File: config.mk
export PLATFORM = sky130hd
export DESIGN_NAME = utf16_to_utf8_transcoder_top_flat
export DESIGN_NICKNAME = d
export VERILOG_FILES = /design/src/design/u16u8_pkg.sv /design/src/design/u16u8_if.sv /design/src/design/u16u8_front.sv /design/src/design/u16u8_fifo.sv /design/src/design/u16u8_back.sv /design/src/design/utf16_to_utf8_transcoder_top.sv /design/src/flat_wrapper.sv
export SDC_FILE = /design/constraint.sdc
export NUM_CORES = 1
export LEC_CHECK = 0
export ABC_AREA = 0
export BUFFER_PORTS_ARGS = -buffer_cell sky130_fd_sc_hd__buf_4
export CAP_MARGIN = 20
export CORE_UTILIZATION = 27
export DETAILED_ROUTE_END_ITERATION = 10
export GPL_ROUTABILITY_DRIVEN = 0
export PLACE_DENSITY_LB_ADDON = 0.3
export SYNTH_ARGS = -nofsm -noshare
export SYNTH_HDL_FRONTEND = slang
export SYNTH_SLANG_ARGS = --single-unit
File: constraint.sdc
create_clock -name clk_i -period 7.8 [get_ports clk_i]
set_input_delay 0.39 -clock clk_i [delete_from_list [all_inputs] [get_ports clk_i]]
set_output_delay 0.39 -clock clk_i [all_outputs]
set_load 0.02 [all_outputs]
File: src/design/u16u8_pkg.sv
// ----------------------------------------------------------------------------
// u16u8_pkg
// Shared types, constants and UTF-8 byte functions for the UTF-16 to UTF-8
// transcoder.
// ----------------------------------------------------------------------------
package u16u8_pkg;

  localparam int unsigned UnitW   = 16;
  localparam int unsigned CpW     = 21;
  localparam int unsigned ByteW   = 8;
  localparam int unsigned HeldW   = 10;
  localparam int unsigned QDepth  = 4;
  localparam int unsigned QPtrW   = $clog2(QDepth);
  localparam int unsigned QCntW   = $clog2(QDepth + 1);

  localparam logic [UnitW-1:0] HighFirst = 16'hD800;
  localparam logic [UnitW-1:0] HighLast  = 16'hDBFF;
  localparam logic [UnitW-1:0] LowFirst  = 16'hDC00;
  localparam logic [UnitW-1:0] LowLast   = 16'hDFFF;
  localparam logic [CpW-1:0]   CpRepl    = 21'h00FFFD;
  localparam logic [CpW-1:0]   CpSuppBase = 21'h010000;
  localparam logic [CpW-1:0]   Cp1Max    = 21'h00007F;
  localparam logic [CpW-1:0]   Cp2Max    = 21'h0007FF;
  localparam logic [CpW-1:0]   Cp3Max    = 21'h00FFFF;

  localparam logic [ByteW-1:0] LeadTwo   = 8'hC0;
  localparam logic [ByteW-1:0] LeadThree = 8'hE0;
  localparam logic [ByteW-1:0] LeadFour  = 8'hF0;
  localparam logic [ByteW-1:0] ContMark  = 8'h80;

  // Byte count of a sequence minus one
  typedef enum logic [1:0] {
    LEN_ONE   = 2'd0,
    LEN_TWO   = 2'd1,
    LEN_THREE = 2'd2,
    LEN_FOUR  = 2'd3
  } seq_len_e;

  // One queued job: an optional U+FFFD for a dropped high surrogate, then an
  // optional main code point.
  typedef struct packed {
    logic           pre_repl;
    logic           has_main;
    logic           fin;
    logic [CpW-1:0] cp;
  } job_t;

  function automatic seq_len_e cp_len(input logic [CpW-1:0] cp);
    seq_len_e len;
    if (cp <= Cp1Max) begin
      len = LEN_ONE;
    end else if (cp <= Cp2Max) begin
      len = LEN_TWO;
    end else if (cp <= Cp3Max) begin
      len = LEN_THREE;
    end else begin
      len = LEN_FOUR;
    end
    return len;
  endfunction

  function automatic logic [ByteW-1:0] cont_byte(input logic [5:0] bits);
    return ContMark | {2'b00, bits};
  endfunction

  // Byte number idx (from 0) of the UTF-8 form of cp
  function automatic logic [ByteW-1:0] cp_byte(input logic [CpW-1:0] cp,
                                                input logic [1:0]     idx);
    logic [ByteW-1:0] b;
    b = cp[7:0];
    case (cp_len(cp))
      LEN_ONE: begin
        b = cp[7:0];
      end
      LEN_TWO: begin
        b = (idx == 2'd0) ? (LeadTwo | {3'b000, cp[10:6]}) : cont_byte(cp[5:0]);
      end
      LEN_THREE: begin
        case (idx)
          2'd0:    b = LeadThree | {4'b0000, cp[15:12]};
          2'd1:    b = cont_byte(cp[11:6]);
          default: b = cont_byte(cp[5:0]);
        endcase
      end
      LEN_FOUR: begin
        case (idx)
          2'd0:    b = LeadFour | {5'b00000, cp[20:18]};
          2'd1:    b = cont_byte(cp[17:12]);
          2'd2:    b = cont_byte(cp[11:6]);
          default: b = cont_byte(cp[5:0]);
        endcase
      end
      default: begin
        b = cp[7:0];
      end
    endcase
    return b;
  endfunction

endpackage

File: src/design/u16u8_if.sv
// ----------------------------------------------------------------------------
// u16u8 channel interfaces
// Valid/ready channels for UTF-16 code units in and UTF-8 bytes out.
// ----------------------------------------------------------------------------
interface u16u8_unit_if;
  logic                          valid;
  logic                          ready;
  logic [u16u8_pkg::UnitW-1:0]   code_unit;
  logic                          final_unit;

  modport source (output valid, output code_unit, output final_unit, input ready);
  modport sink   (input valid, input code_unit, input final_unit, output ready);
endinterface

interface u16u8_byte_if;
  logic                          valid;
  logic                          ready;
  logic [u16u8_pkg::ByteW-1:0]   utf8_byte;
  logic                          run_last;
  logic                          text_end;

  modport source (output valid, output utf8_byte, output run_last, output text_end,
                  input ready);
  modport sink   (input valid, input utf8_byte, input run_last, input text_end,
                  output ready);
endinterface

File: src/design/u16u8_front.sv
// ----------------------------------------------------------------------------
// u16u8_front
// Accepts code units, pairs surrogates and turns each unit into a job.
// ----------------------------------------------------------------------------
module u16u8_front (
  input  logic                   clk_i,
  input  logic                   rst_ni,
  input  logic                   in_valid_i,
  input  logic [u16u8_pkg::UnitW-1:0] code_unit_i,
  input  logic                   final_unit_i,
  output logic                   in_ready_o,
  input  logic                   q_ready_i,
  output logic                   push_o,
  output u16u8_pkg::job_t        job_o
);

  logic [u16u8_pkg::HeldW-1:0] held_q, held_d;
  logic                        held_valid_q, held_valid_d;
  logic                        is_high, is_low, accept;
  logic [u16u8_pkg::CpW-1:0]   pair_cp;

  assign is_high = (code_unit_i >= u16u8_pkg::HighFirst) &&
                   (code_unit_i <= u16u8_pkg::HighLast);
  assign is_low  = (code_unit_i >= u16u8_pkg::LowFirst) &&
                   (code_unit_i <= u16u8_pkg::LowLast);
  assign in_ready_o = q_ready_i;
  assign accept     = in_valid_i && q_ready_i;

  assign pair_cp = u16u8_pkg::CpSuppBase + {1'b0, held_q, code_unit_i[9:0]};

  always_comb begin
    job_o.fin      = final_unit_i;
    job_o.pre_repl = 1'b0;
    job_o.has_main = 1'b1;
    job_o.cp       = {5'd0, code_unit_i};
    if (held_valid_q && is_low) begin
      job_o.cp = pair_cp;
    end else begin
      job_o.pre_repl = held_valid_q;
      if (is_high) begin
        job_o.has_main = final_unit_i;
        job_o.cp       = u16u8_pkg::CpRepl;
      end else if (is_low) begin
        job_o.cp = u16u8_pkg::CpRepl;
      end
    end
  end

  // Drop jobs with no bytes: a fresh high surrogate that is only held
  assign push_o = accept && (job_o.pre_repl || job_o.has_main);

  always_comb begin
    held_d       = held_q;
    held_valid_d = held_valid_q;
    if (accept) begin
      held_d       = code_unit_i[9:0];
      held_valid_d = is_high && !final_unit_i;
    end
  end

  always_ff @(posedge clk_i or negedge rst_ni) begin
    if (!rst_ni) begin
      held_q       <= '0;
      held_valid_q <= 1'b0;
    end else begin
      held_q       <= held_d;
      held_valid_q <= held_valid_d;
    end
  end

endmodule

File: src/design/u16u8_fifo.sv
// ----------------------------------------------------------------------------
// u16u8_fifo
// Short job queue between the front and the back.
// ----------------------------------------------------------------------------
module u16u8_fifo (
  input  logic            clk_i,
  input  logic            rst_ni,
  input  logic            push_i,
  input  u16u8_pkg::job_t push_data_i,
  output logic            ready_o,
  input  logic            pop_i,
  output logic            valid_o,
  output u16u8_pkg::job_t data_o
);

  u16u8_pkg::job_t                  mem_q [u16u8_pkg::QDepth];
  logic [u16u8_pkg::QPtrW-1:0]      wr_q, wr_d, rd_q, rd_d;
  logic [u16u8_pkg::QCntW-1:0]      cnt_q, cnt_d;
  logic                             do_push, do_pop;

  assign ready_o = cnt_q != u16u8_pkg::QCntW'(u16u8_pkg::QDepth);
  assign valid_o = cnt_q != '0;
  assign data_o  = mem_q[rd_q];
  assign do_push = push_i && ready_o;
  assign do_pop  = pop_i && valid_o;

  always_comb begin
    wr_d  = do_push ? wr_q + 1'b1 : wr_q;
    rd_d  = do_pop ? rd_q + 1'b1 : rd_q;
    cnt_d = cnt_q;
    if (do_push && !do_pop) begin
      cnt_d = cnt_q + 1'b1;
    end else if (do_pop && !do_push) begin
      cnt_d = cnt_q - 1'b1;
    end
  end

  always_ff @(posedge clk_i) begin
    if (do_push) begin
      mem_q[wr_q] <= push_data_i;
    end
  end

  always_ff @(posedge clk_i or negedge rst_ni) begin
    if (!rst_ni) begin
      wr_q  <= '0;
      rd_q  <= '0;
      cnt_q <= '0;
    end else begin
      wr_q  <= wr_d;
      rd_q  <= rd_d;
      cnt_q <= cnt_d;
    end
  end

endmodule

File: src/design/u16u8_back.sv
// ----------------------------------------------------------------------------
// u16u8_back
// Walks each job byte by byte into a registered output stage.
// ----------------------------------------------------------------------------
module u16u8_back (
  input  logic                        clk_i,
  input  logic                        rst_ni,
  input  logic                        q_valid_i,
  input  u16u8_pkg::job_t             q_data_i,
  output logic                        pop_o,
  output logic                        out_valid_o,
  input  logic                        out_ready_i,
  output logic [u16u8_pkg::ByteW-1:0] utf8_byte_o,
  output logic                        run_last_o,
  output logic                        text_end_o
);

  u16u8_pkg::job_t              job_q, job_d;
  logic                         busy_q, busy_d;
  logic                         in_pre_q, in_pre_d;
  logic [1:0]                   idx_q, idx_d;
  logic                         out_valid_q, out_valid_d;
  logic [u16u8_pkg::ByteW-1:0]  byte_q, byte_d;
  logic                         run_last_q, run_last_d;
  logic                         text_end_q, text_end_d;

  logic [u16u8_pkg::CpW-1:0]    seg_cp;
  logic                         seg_last, job_last, advance;

  assign seg_cp   = in_pre_q ? u16u8_pkg::CpRepl : job_q.cp;
  assign seg_last = idx_q == 2'(u16u8_pkg::cp_len(seg_cp));
  assign job_last = seg_last && (!in_pre_q || !job_q.has_main);
  assign advance  = busy_q && (!out_valid_q || out_ready_i);
  assign pop_o    = q_valid_i && (!busy_q || (advance && job_last));

  always_comb begin
    job_d       = job_q;
    busy_d      = busy_q;
    in_pre_d    = in_pre_q;
    idx_d       = idx_q;
    out_valid_d = out_valid_q && !out_ready_i;
    byte_d      = byte_q;
    run_last_d  = run_last_q;
    text_end_d  = text_end_q;

    if (advance) begin
      out_valid_d = 1'b1;
      byte_d      = u16u8_pkg::cp_byte(seg_cp, idx_q);
      run_last_d  = job_last;
      text_end_d  = job_last && job_q.fin;
      if (seg_last) begin
        // Leave the replacement prefix for the main code point
        in_pre_d = 1'b0;
        idx_d    = '0;
      end else begin
        idx_d = idx_q + 1'b1;
      end
      if (job_last) begin
        busy_d = 1'b0;
      end
    end

    if (pop_o) begin
      job_d    = q_data_i;
      busy_d   = 1'b1;
      in_pre_d = q_data_i.pre_repl;
      idx_d    = '0;
    end
  end

  always_ff @(posedge clk_i) begin
    job_q      <= job_d;
    byte_q     <= byte_d;
    run_last_q <= run_last_d;
    text_end_q <= text_end_d;
  end

  always_ff @(posedge clk_i or negedge rst_ni) begin
    if (!rst_ni) begin
      busy_q      <= 1'b0;
      in_pre_q    <= 1'b0;
      idx_q       <= '0;
      out_valid_q <= 1'b0;
    end else begin
      busy_q      <= busy_d;
      in_pre_q    <= in_pre_d;
      idx_q       <= idx_d;
      out_valid_q <= out_valid_d;
    end
  end

  assign out_valid_o = out_valid_q;
  assign utf8_byte_o = byte_q;
  assign run_last_o  = run_last_q;
  assign text_end_o  = text_end_q;

endmodule

File: src/design/utf16_to_utf8_transcoder_top.sv
// ----------------------------------------------------------------------------
// utf16_to_utf8_transcoder_top
// UTF-16 code units in, UTF-8 bytes out, with surrogate pairing and U+FFFD
// replacement of unpaired surrogates.
// ----------------------------------------------------------------------------
// Each item on unit_i is one UTF-16 code unit; final_unit marks the last unit
// of a text. The block sends the UTF-8 bytes of the text on byte_o, one byte
// per cycle while byte_o is ready, with run_last on the last byte a unit
// causes and text_end on the last byte of the text. A high surrogate is held
// until the next unit: a low surrogate completes it into a four-byte sequence,
// anything else turns it into U+FFFD (EF BF BD) ahead of that unit's own
// bytes. A lone low surrogate, or a high surrogate that ends the text, becomes
// U+FFFD. A unit produces one to six bytes (three for most BMP text, none for
// a newly held high surrogate); the back end's byte walker loads them one per
// cycle into the output register unless byte_o stalls. The front end takes a
// unit every cycle while its four-entry job queue has room, so short bursts
// of input are absorbed while output is stalled. An accepted unit passes the
// job queue and the back end's job register before its first byte is loaded.
// ----------------------------------------------------------------------------
module utf16_to_utf8_transcoder_top (
  input  logic                clk_i,
  input  logic                rst_ni,
  u16u8_unit_if.sink          unit_i,
  u16u8_byte_if.source        byte_o
);

  // Job hand-off between front and back
  u16u8_pkg::job_t push_job, pop_job;
  logic            push, q_ready, q_valid, pop;

  // Front: classify units, hold high surrogates, build one job per unit
  u16u8_front u_front (
    .clk_i        (clk_i),
    .rst_ni       (rst_ni),
    .in_valid_i   (unit_i.valid),
    .code_unit_i  (unit_i.code_unit),
    .final_unit_i (unit_i.final_unit),
    .in_ready_o   (unit_i.ready),
    .q_ready_i    (q_ready),
    .push_o       (push),
    .job_o        (push_job)
  );

  // Queue: decouple unit intake from byte output
  u16u8_fifo u_fifo (
    .clk_i       (clk_i),
    .rst_ni      (rst_ni),
    .push_i      (push),
    .push_data_i (push_job),
    .ready_o     (q_ready),
    .pop_i       (pop),
    .valid_o     (q_valid),
    .data_o      (pop_job)
  );

  // Back: emit the bytes of each job in order through the output register
  u16u8_back u_back (
    .clk_i       (clk_i),
    .rst_ni      (rst_ni),
    .q_valid_i   (q_valid),
    .q_data_i    (pop_job),
    .pop_o       (pop),
    .out_valid_o (byte_o.valid),
    .out_ready_i (byte_o.ready),
    .utf8_byte_o (byte_o.utf8_byte),
    .run_last_o  (byte_o.run_last),
    .text_end_o  (byte_o.text_end)
  );

endmodule

File: src/flat_wrapper.sv
// flat-port wrapper written by rule: the top's interface ports become plain ports
module utf16_to_utf8_transcoder_top_flat 
  (clk_i, rst_ni, unit_i_valid, unit_i_code_unit, unit_i_final_unit, unit_i_ready, byte_o_valid, byte_o_utf8_byte, byte_o_run_last, byte_o_text_end, byte_o_ready);
  u16u8_unit_if unit_i_i ();
  u16u8_byte_if byte_o_i ();
  input  logic clk_i;
  input  logic rst_ni;
  input wire logic [$bits(unit_i_i.valid)-1:0] unit_i_valid;
  input wire logic [$bits(unit_i_i.code_unit)-1:0] unit_i_code_unit;
  input wire logic [$bits(unit_i_i.final_unit)-1:0] unit_i_final_unit;
  output wire logic [$bits(unit_i_i.ready)-1:0] unit_i_ready;
  output wire logic [$bits(byte_o_i.valid)-1:0] byte_o_valid;
  output wire logic [$bits(byte_o_i.utf8_byte)-1:0] byte_o_utf8_byte;
  output wire logic [$bits(byte_o_i.run_last)-1:0] byte_o_run_last;
  output wire logic [$bits(byte_o_i.text_end)-1:0] byte_o_text_end;
  input wire logic [$bits(byte_o_i.ready)-1:0] byte_o_ready;
  assign unit_i_i.valid = unit_i_valid;
  assign unit_i_i.code_unit = unit_i_code_unit;
  assign unit_i_i.final_unit = unit_i_final_unit;
  assign unit_i_ready = unit_i_i.ready;
  assign byte_o_valid = byte_o_i.valid;
  assign byte_o_utf8_byte = byte_o_i.utf8_byte;
  assign byte_o_run_last = byte_o_i.run_last;
  assign byte_o_text_end = byte_o_i.text_end;
  assign byte_o_i.ready = byte_o_ready;
  utf16_to_utf8_transcoder_top u_core (.clk_i(clk_i), .rst_ni(rst_ni), .unit_i(unit_i_i), .byte_o(byte_o_i));
endmodule
==> out/metrics.yaml, run 1 <==
synth_cell_types: 58
synth-edff-count: 129
mostFrequentLayoutCell: "edfxtp_1"
final_util_pct: 32.6
ctsResizeCount: 0
portBuffers: 32
pwr-share-comb_pct: 30.4
final_max_slew_viol_count: 0
crit_fanout: 20
power_leakage_nw: 2.62
grt_pass1_vias: 3686
required_ps: 8140
yosysTopAreaCell: "edfxtp_1"
drive_above_1_share_pct: 27.7
cts_hold_buf: 1
synth.top_cell.area_share_pct: 59.8
fillers: 2234
min-delay-path-class: "primary input to register"
vias: 3621
drt_iter0_drc: 251
synth-seq-cells: 152
post-dp-hpwl_um: 8700
ios: 33
intPower_mw: 2.00
final_nets: 470
power.switching_mw: 0.937
die_width_um: 157
synthesis.area_mm2: 0.00647
avgRoutedWirePerCell_um: 17.0
area_growth_pct: 18.4
fin_hold_ws_ps: 188
cts_buffers: 17
synthMuxAreaShare_pct: 10.9
async_flop_share_pct: 15.1
avgSynthCellArea_um2: 16.4
first_pass_iters: 5
tightest_slew_ps: 885
wirelength_um: 13100
drv_cap: 0
n_antenna_cell: 0
final_cell_mix: "129 x edfxtp_1, 38 x buf_4, 24 x nand2_1, 24 x mux4_2, 23 x dfrtp_1"
cts_setup_buffers: 0
synth_fa_ha_area_share_pct: 2.24
finClkSkew_ps: 9.85
dieArea_mm2: 0.0246
seqPwrFrac_pct: 43.5
overflow: 0
use_met3_pct: 3.77
ir_drop_mv: 0.135
yosys.area_share.simple_pct: 7.00
critPathLaunchType: "register"
synth_fp_nets: 427
critical_path_arrival_ps: 3660
cts_buffer_depth: 2
clk_latency_ps: 420
vias_per_cell: 4.70
top_usage_layer: "met2"
use_met2_pct: 18.7
num_rows: 56
post-route-min-period_ps: 3320
grt_pass1_wl_um: 20600
htreeDepth: 4
synth_top_family_by_area: "multiplexers"
critPathKind: "register to register"
switching_share_pct: 32.0
power_frac_clock_pct: 26.1
end_kind: "register"
finalPower_mw: 2.93
synth_compound_area_share_pct: 8.50
synth_cells: 395
setup_viol: 0
antenna_found_initial: 0
hold_viol_final: 0
ys.flop_type: "edfxtp_1"
p_per_area_mw_per_mm2: 383
clock-sinks: 152
timing.final.ws_setup_ps: 4480
antenna_left: 0
start_util_pct: 27.6
cts.clk_slew.worst_paths_ps: 60
place_ws_ps: 4550
synth_xor_area_share_pct: 0.947
slew_headroom_pct: 40.8
synth-seq-area-share_pct: 68.7
met1_usage_pct: 14.3
finalSetupTns_ps: 0
ys_top_cells_by_area: "edfxtp_1 60%, dfrtp_1 8.9%, mux4_2 8.3%"
grt_use_total_pct: 11.4
cts_tree: "done"
synth-warning-count: 0
drc_errors: 0
status: "finished clean"
cts_root_buffer: "clkbuf_16"
die_h_um: 157
core_area_mm2: 0.0235
post-route-period-util_pct: 42.6
rsz0062_at_grt: "false"
fmax_mhz: 301
grt_max_degree: 26
[state kept, by name, summed over array words and instances (netlist names), 2 cells and up]
register	cells
u_core.u_fifo.mem_q	96
u_core.u_back.job_q	23
u_core.u_back.idx_q	2
u_core.u_back.utf8_byte_o	8
u_core.u_fifo.rd_q	2
u_core.u_fifo.cnt_q	3
u_core.u_fifo.wr_q	2
u_core.u_front.held_q	10
[routing by layer]
metal	part of all wire [%]	routed length, um	vias up
li1	-	-	1656
met2	50	6510	107
met3	5.0	651	12
met4	0.87	114	0
met1	44	5810	1846
met5	0	0	-
[critical path: stages (launching register included)]
cell and delay, ps:
dfrtp_1 610, nor4_2 510, a21oi_1 170, a221oi_2 490
nor2_1 180, a21oi_1 190, ha_1 200, inv_1 60
fa_1 370, xor2_1 170, nor2_1 120, xor2_1 150
[cell families (layout without fill, tap and decap cells)]
kind of cell,count (synthesis),count (layout)
DFF,152,152
and+or+nand+nor,87,87
AOI/OAI and AO/OA,74,74
muxes,39,39
buffers and inverters,25,81
adders and majority gates,11,11
xor gates and xnor gates,7,7
[metrics by stage]
step	instance area [um2]	cells
floorplan	6470	395
global placement	7090	737
detailed placement	7090	737
CTS	7660	770
global route	7660	770
finish	7660	770
[power groups by stage]
stage	sequential (mW)	combinational [mW]	clock (mW)
2_1_floorplan	1.27	0.636	0
3_3_place_gp	1.28	0.891	0
3_5_place_dp	1.29	0.892	0
4_1_cts	1.28	0.898	0.783
5_1_grt	1.30	0.973	0.820
6_report	1.28	0.891	0.767
[synth_stat cells, types with 3 or more instances]
library cell and n:
a211oi_1 4, a21oi_1 12, a221o_1 3, a221oi_1 3, a222oi_1 3, a22oi_1 3
a31oi_1 4, and2_1 4, buf_2 4, clkbuf_1 9, dfrtp_1 23, edfxtp_1 129
ha_1 10, inv_1 10, mux2_2 14, mux4_2 24, nand2_1 24, nand2b_1 3
nand3_1 4, nor2_1 21, nor2b_1 5, nor3_1 3, o211ai_1 3, o21a_1 6
o21ai_0 10, o22ai_1 6, or2_2 9, xnor2_1 3, xor2_1 4
[final cells by class]
cell class / instances / area [um2] / area share, %
inverters: 10 / 37.5 / 0.490
clock buffers: 22 / 464 / 6.06
well taps: 319 / 399 / 5.21
flip-flops and latches: 152 / 4450 / 58.1
repair buffers: 39 / 295 / 3.85
clock inverters: 10 / 95.1 / 1.24
multi-input cells: 218 / 1920 / 25.1
[worst paths after layout]
kind / start / slack (ps) / to / cells past startpoint
setup / recovery: u_core.u_back.in_pre_q / 4480 / u_core.u_fifo.cnt_q[2] / 11
hold / removal: unit_i_final_unit / 190 / u_core.u_fifo.mem_q[0][21] / 1
hold reg to reg: u_core.u_front.held_q[2] / 510 / u_core.u_front.held_q[2] / 1
max in group asynchronous: rst_ni / 7060 / u_core.u_front.held_q[2] / 2
setup reg to reg: u_core.u_back.in_pre_q / 4480 / u_core.u_fifo.cnt_q[2] / 11
min in group asynchronous: rst_ni / 440 / u_core.u_back.out_valid_o / 2
Power figures use the tool's default switching activity.
==> run 2, diff against run 1 <==
--- a/config.mk
+++ b/config.mk
@@ -5,7 +5,7 @@
 export SDC_FILE = /design/constraint.sdc
 export NUM_CORES = 1
 export LEC_CHECK = 0
-export ABC_AREA = 0
+export ABC_AREA = 1
 export BUFFER_PORTS_ARGS = -buffer_cell sky130_fd_sc_hd__buf_4
 export CAP_MARGIN = 20
 export CORE_UTILIZATION = 27
==> constraint.sdc (replaced) <==
create_clock -name clk_i -period 3.4 [get_ports clk_i]
set_input_delay 0.17 -clock clk_i [delete_from_list [all_inputs] [get_ports clk_i]]
set_output_delay 0.17 -clock clk_i [all_outputs]
set_load 0.02 [all_outputs]
==> run 2 against run 1 <==
Wire length increased by 9.6%. Total power up 130%. Clock power grew to 2.6 times the previous value. First-iteration DRC count increased by 45%. Count of clock-buffer cells in the layout fell by 4. Final cell count rose by 24%. Design area rose by 2.9%. Core utilization up 0.65 points. Synthesized cell count up 47%. Register-to-register slack worse by 4100 ps. Via count rose by 19%. Global-route usage is 0.82 points higher.
==> out/metrics.yaml, run 2 <==
top_layer_used: "met4"
mostFrequentLayoutCell: "edfxtp_1"
portBuffers: 32
yosysTopAreaCell: "edfxtp_1"
antenna_found_initial: 0
synth_fp_nets: 614
async_flop_share_pct: 15.1
overflow: 0
synth_top_family_by_area: "simple AND/OR/NAND/NOR gates"
post-route-min-period_ps: 2990
synth_xor_area_share_pct: 0.797
crit_fanout: 12
min-delay-path-class: "primary input to register"
cts_tree: "done"
rsz0062_at_grt: "false"
final_max_slew_viol_count: 0
cts_root_buffer: "clkbuf_16"
seq_area_mm2: 0.00445
slew_headroom_pct: 52.9
n_antenna_cell: 0
cts_setup_buffers: 0
synth_compound_area_share_pct: 11.2
finalSetupTns_ps: 0
fin_area_mm2: 0.00789
avgRoutedWirePerCell_um: 15.0
ios: 33
p_per_area_mw_per_mm2: 863
multi_input_area_mm2: 0.00185
die_width_um: 158
synth.most_common_cell: "edfxtp_1"
clock-sinks: 152
drt_iter0_drc: 363
largest_register_ffs: 96
setup_viol: 0
wl_met2_um: 6310
drv_cap: 0
drc_errors: 0
reg_top3: "u_core.u_fifo.mem_q x96, u_core.u_back.job_q x23, u_core.u_front.held_q x10"
vias_per_cell: 4.49
tightest_slew_ps: 706
grt_pass1_vias: 4055
cts_buffer_depth: 2
drive_above_1_share_pct: 16.8
final_cell_mix: "129 x edfxtp_1, 86 x nor2_1, 79 x nand2_1"
grt_max_degree: 47
final_nets: 656
area_growth_pct: 19.6
end_kind: "register"
yosys.area_share.simple_pct: 13.3
synthMuxAreaShare_pct: 0.341
core_area_mm2: 0.0237
synth-seq-cells: 152
synthesis.area_mm2: 0.00660
post-route-period-util_pct: 87.9
synth_fa_ha_area_share_pct: 2.20
synth_cell_types: 38
finClkSkew_ps: 6.70
wirelength_um: 14300
ir_drop_mv: 0.383
critPathLaunchType: "register"
dieArea_mm2: 0.0251
power_leakage_nw: 2.93
synthTopCellsByCount: "129 x edfxtp_1, 90 x nor2_1, 79 x nand2_1, 65 x o21ai_0, 44 x inv_1"
synth_cells: 582
first_pass_iters: 5
wl_met1_um: 7250
htreeDepth: 4
ctsResizeCount: 0
start_util_pct: 27.8
grt_use_total_pct: 12.3
critical_path_arrival_ps: 3280
hold_viol_final: 0
cts.clk_slew.worst_paths_ps: 60
synth.top_cell.area_share_pct: 58.7
vias: 4297
top_register: "u_core.u_fifo.mem_q"
synth-warning-count: 0
antenna_left: 0
status: "finished clean"
post-dp-hpwl_um: 9480
fillers: 2406
grt_pass1_wl_um: 22700
dpl-instance-area_mm2: 0.00722
critPathKind: "register to register"
synth-edff-count: 129
ys.flop_type: "edfxtp_1"
synth-seq-area-share_pct: 67.5
die_h_um: 158
avgSynthCellArea_um2: 11.3
fmax_mhz: 335
clk_latency_ps: 410
num_rows: 56
cts_buffers: 17
met3_wirelength_um: 619
ys_top_cells_by_area: "edfxtp_1 59%, dfrtp_1 8.7%, nor2_1 5.1%"
required_ps: 3690
==> run 2: cell types whose count changed after synthesis, moves of 9 or more <==
cell	before	now
nor2_1	21	90
nand2_1	24	79
o21ai_0	10	65
inv_1	10	44
o22ai_1	6	31
mux4_2	24	0
mux2_2	14	2
inv_2	0	11
o21ai_1	0	10
clkbuf_1	9	18
or2_2	9	0
==> run 2: cell families (layout without fill, tap and decap cells) <==
| group | count (synthesis) | in the layout |
|---|---|---|
| compound gates | 128 | 128 |
| xor+xnor | 6 | 6 |
| fa+ha+maj | 11 | 11 |
| buf+inv | 78 | 133 |
| flops | 152 | 152 |
| mux | 2 | 2 |
| simple gates | 205 | 205 |
==> run 2: through the flow <==
step	worst slack (ps)	utilization (%)	std cells	total power, mW	hold slack [ps]
3_5_place_dp	445	30.5	921	4.84	104
5_1_grt	189	33.3	956	7.22	23.3
6_report	411	33.3	956	6.80	21.8
2_1_floorplan	797	-	582	4.16	-126
4_1_cts	432	33.3	956	6.86	3.94
3_3_place_gp	496	30.5	921	4.84	106
==> run 2: worst max-delay path, stage by stage (launching register included) <==
cell,delay [ps]
dfrtp_1,490
buf_4,230
nor3_1,190
nand2_1,70
nor2_1,90
nand2_1,270
nand2_1,160
nand2_1,70
nand2_2,70
nand4_2,80
nand2_2,100
nand2_4,80
ha_1,180
inv_1,100
fa_1,410
mux2_2,270
==> run 2: path summary, 6_finish.rpt <==
check                                              start                        end  slack (ps)  cells after the start
max in group asynchronous                         rst_ni     u_core.u_back.in_pre_q        2920                      2
worst min-delay path                        byte_o_ready  u_core.u_back.out_valid_o          20                      4
min in group asynchronous                         rst_ni   u_core.u_front.held_q[3]         210                      2
worst min register to register  u_core.u_front.held_q[4]   u_core.u_front.held_q[4]         490                      2
worst max-delay path              u_core.u_back.in_pre_q     u_core.u_fifo.cnt_q[1]         410                     15
worst max register to register    u_core.u_back.in_pre_q     u_core.u_fifo.cnt_q[1]         410                     15
==> run 2: cell type report <==
type	instances	area share (%)
tap	319	5.06
sequential	152	56.4
clock buffer	18	5.44
clock inverter	14	2.57
timing repair buffer	46	4.47
inverter	55	2.62
multi-input combinational	352	23.4
==> run 2: per-layer routing <==
metal,vias to the layer above,GRT usage (%)
met1,2055,17.5
met5,-,0
met3,10,2.99
met2,114,18.2
li1,2118,-
met4,0,3.75
==> run 2: power by group <==
group / switching [mW] / total (mW) / internal (mW)
clock: 0.716 / 2.01 / 1.29
sequential: 0.217 / 2.79 / 2.57
combinational: 1.35 / 2.00 / 0.656
total: 2.28 / 6.80 / 4.52
==> run 2: timing repair <==
item / in CTS / in global routing
hold buffers: 3 / 0
setup endpoints to repair: 0 / 0
hold endpoints to repair: 28 / 0
==> run 3, diff against run 2 <==
--- a/config.mk
+++ b/config.mk
@@ -11,7 +11,6 @@
 export CORE_UTILIZATION = 27
 export DETAILED_ROUTE_END_ITERATION = 10
 export GPL_ROUTABILITY_DRIVEN = 0
-export PLACE_DENSITY_LB_ADDON = 0.3
 export SYNTH_ARGS = -nofsm -noshare
 export SYNTH_HDL_FRONTEND = slang
 export SYNTH_SLANG_ARGS = --single-unit
==> run 3 against run 2 <==
Clock skew increased by 6.3 ps. Largest cell class unchanged. Design area down 0.68%. Critical path type unchanged. Sequential power fell by 2%. Combinational power about the same. Wire length decreased by 6.5%.
==> out/metrics.yaml, run 3 (synthesized netlist as in run 2, its figures left out) <==
status: "finished clean"
grt_pass1_vias: 4017
area_growth_pct: 18.8
reg_top3: "u_core.u_fifo.mem_q x96, u_core.u_back.job_q x23, u_core.u_front.held_q x10"
power.switching_mw: 2.27
cts_setup_buffers: 0
die_width_um: 158
post-route-min-period_ps: 2930
crit_path_end: "u_core.u_fifo.cnt_q[1]"
seqPwrFrac_pct: 41.6
slowest_delay_ps: 470
final_cell_mix: "129 x edfxtp_1, 86 x nor2_1, 79 x nand2_1"
top_register: "u_core.u_fifo.mem_q"
final_max_slew_viol_count: 0
cp_slowest_cell: "dfrtp_1"
die_h_um: 158
required_ps: 3710
vias: 4270
clk_latency_ps: 420
post-dp-hpwl_um: 8790
rsz0062_at_grt: "false"
dpl-instance-area_mm2: 0.00722
fin_area_mm2: 0.00783
ir_drop_mv: 0.333
mostFrequentLayoutCell: "edfxtp_1"
fmax_mhz: 341
hold_viol_final: 0
ios: 33
wirelength_um: 13400
crit_chain: "buf_4, nor3_1, nand2_1, nor2_1, nand2_1, nand2_1, nand2_1, nand2_2, nand4_2, nand2_2, nand2_4, ha_1, inv_1, fa_1, mux2_2"
core_area_mm2: 0.0237
first_pass_iters: 5
drc_errors: 0
grt_pass1_wl_um: 21500
finClkSkew_ps: 13.0
cts_root_buffer: "clkbuf_16"
crit_start: "u_core.u_back.in_pre_q"
fillers: 2387
grt_max_degree: 50
start_util_pct: 27.8
finalSetupTns_ps: 0
dieArea_mm2: 0.0251
drv_cap: 0
slew_headroom_pct: 48.4
setup_viol: 0
ctsResizeCount: 0
clock-sinks: 152
portBuffers: 32
cts_buffer_depth: 2
antenna_found_initial: 0
n_antenna_cell: 0
end_kind: "register"
min-delay-path-class: "primary input to register"
vias_per_cell: 4.47
cts_tree: "done"
tightest_slew_ps: 773
switching_share_pct: 34.5
cts.clk_slew.worst_paths_ps: 70
grt_use_total_pct: 11.6
power_leakage_nw: 2.90
avgRoutedWirePerCell_um: 14.0
reg2reg_depth: 15
critical_path_arrival_ps: 3230
antenna_left: 0
pwr-share-comb_pct: 30.7
critPathLaunchType: "register"
overflow: 0
drive_above_1_share_pct: 16.8
num_rows: 56
post-route-period-util_pct: 86.1
power_frac_clock_pct: 27.7
crit_fanout: 14
final_nets: 656
htreeDepth: 4
r2r_slack_ps: 470
finalPower_mw: 6.59
reg2reg_from: "u_core.u_back.in_pre_q"
drt_iter0_drc: 331
largest_register_ffs: 96
reg2reg_to: "u_core.u_fifo.cnt_q[1]"
cts_buffers: 17
intPower_mw: 4.32
path_common_cell: "nand2_1"
p_per_area_mw_per_mm2: 841
critPathKind: "register to register"
## run 3: cell types whose count changed in the layout (fill, tap and decap cells not counted), sizes merged
cell and change:
clkinvlp +1, clkinv -1, inv +3, bufinv -3
## run 3: what timing repair did
item | CTS | global route
setup endpoints to repair | 0 | 0
hold buffers | 3 | 0
endpoints found under the hold margin | 28 | 0
## run 3: how the worst min path moves through the flow
| stage | endpoint | depth (start not counted) | from | slack, ps |
|---|---|---|---|---|
| floorplan | u_core.u_back.busy_q | 0 | rst_ni | -130 |
| global placement | u_core.u_front.held_q[4] | 1 | rst_ni | 100 |
| detailed placement | u_core.u_front.held_q[4] | 1 | rst_ni | 100 |
| CTS | u_core.u_back.out_valid_o | 4 | byte_o_ready | 1 |
| global route | u_core.u_front.held_q[0] | 3 | unit_i_code_unit[0] | 40 |
| finish | u_core.u_back.out_valid_o | 4 | byte_o_ready | 10 |
## run 3: cell type report
class,count,area [um2],area share [%]
Clock buffer,18,429,5.48
Timing Repair Buffer,46,353,4.50
Inverter,55,206,2.64
Multi-Input combinational cell,352,1850,23.6
Sequential cell,152,4450,56.8
Clock inverter,14,149,1.90
Tap cell,319,399,5.10
## run 3: routing by layer
layer | routed length [um] | global-route usage (%) | vias up
li1 | - | - | 2126
met1 | 6570 | 16.5 | 1986
met2 | 5760 | 16.8 | 145
met3 | 919 | 2.94 | 13
met4 | 150 | 4.26 | 0
met5 | 0 | 0 | -
## run 3: worst max-delay path: cells and delay by family (launching register included)
| family | cells | cell delay [ps] |
|---|---|---|
| simple gates | 10 | 1180 |
| fa+ha+maj | 2 | 590 |
| flops | 1 | 470 |
| buf+inv | 2 | 320 |
| mux | 1 | 260 |
## run 3: metrics by stage
step / setup WS (ps) / utilization [%] / cells / hold slack [ps]
2_1_floorplan: 797 / - / 582 / -126
3_3_place_gp: 498 / 30.5 / 921 / 96.9
3_5_place_dp: 460 / 30.5 / 921 / 103
4_1_cts: 467 / 33.1 / 956 / 1.17
5_1_grt: 226 / 33.1 / 956 / 38.2
6_report: 471 / 33.1 / 956 / 12.7
## run 3: power groups by stage
stage	Sequential, mW	Clock [mW]	Combinational [mW]
after floorplan	2.81	0	1.35
after global placement	2.78	0	2.01
after detailed placement	2.78	0	2.03
after CTS	2.75	1.86	2.03
after global routing	2.79	1.94	2.28
final	2.74	1.82	2.02
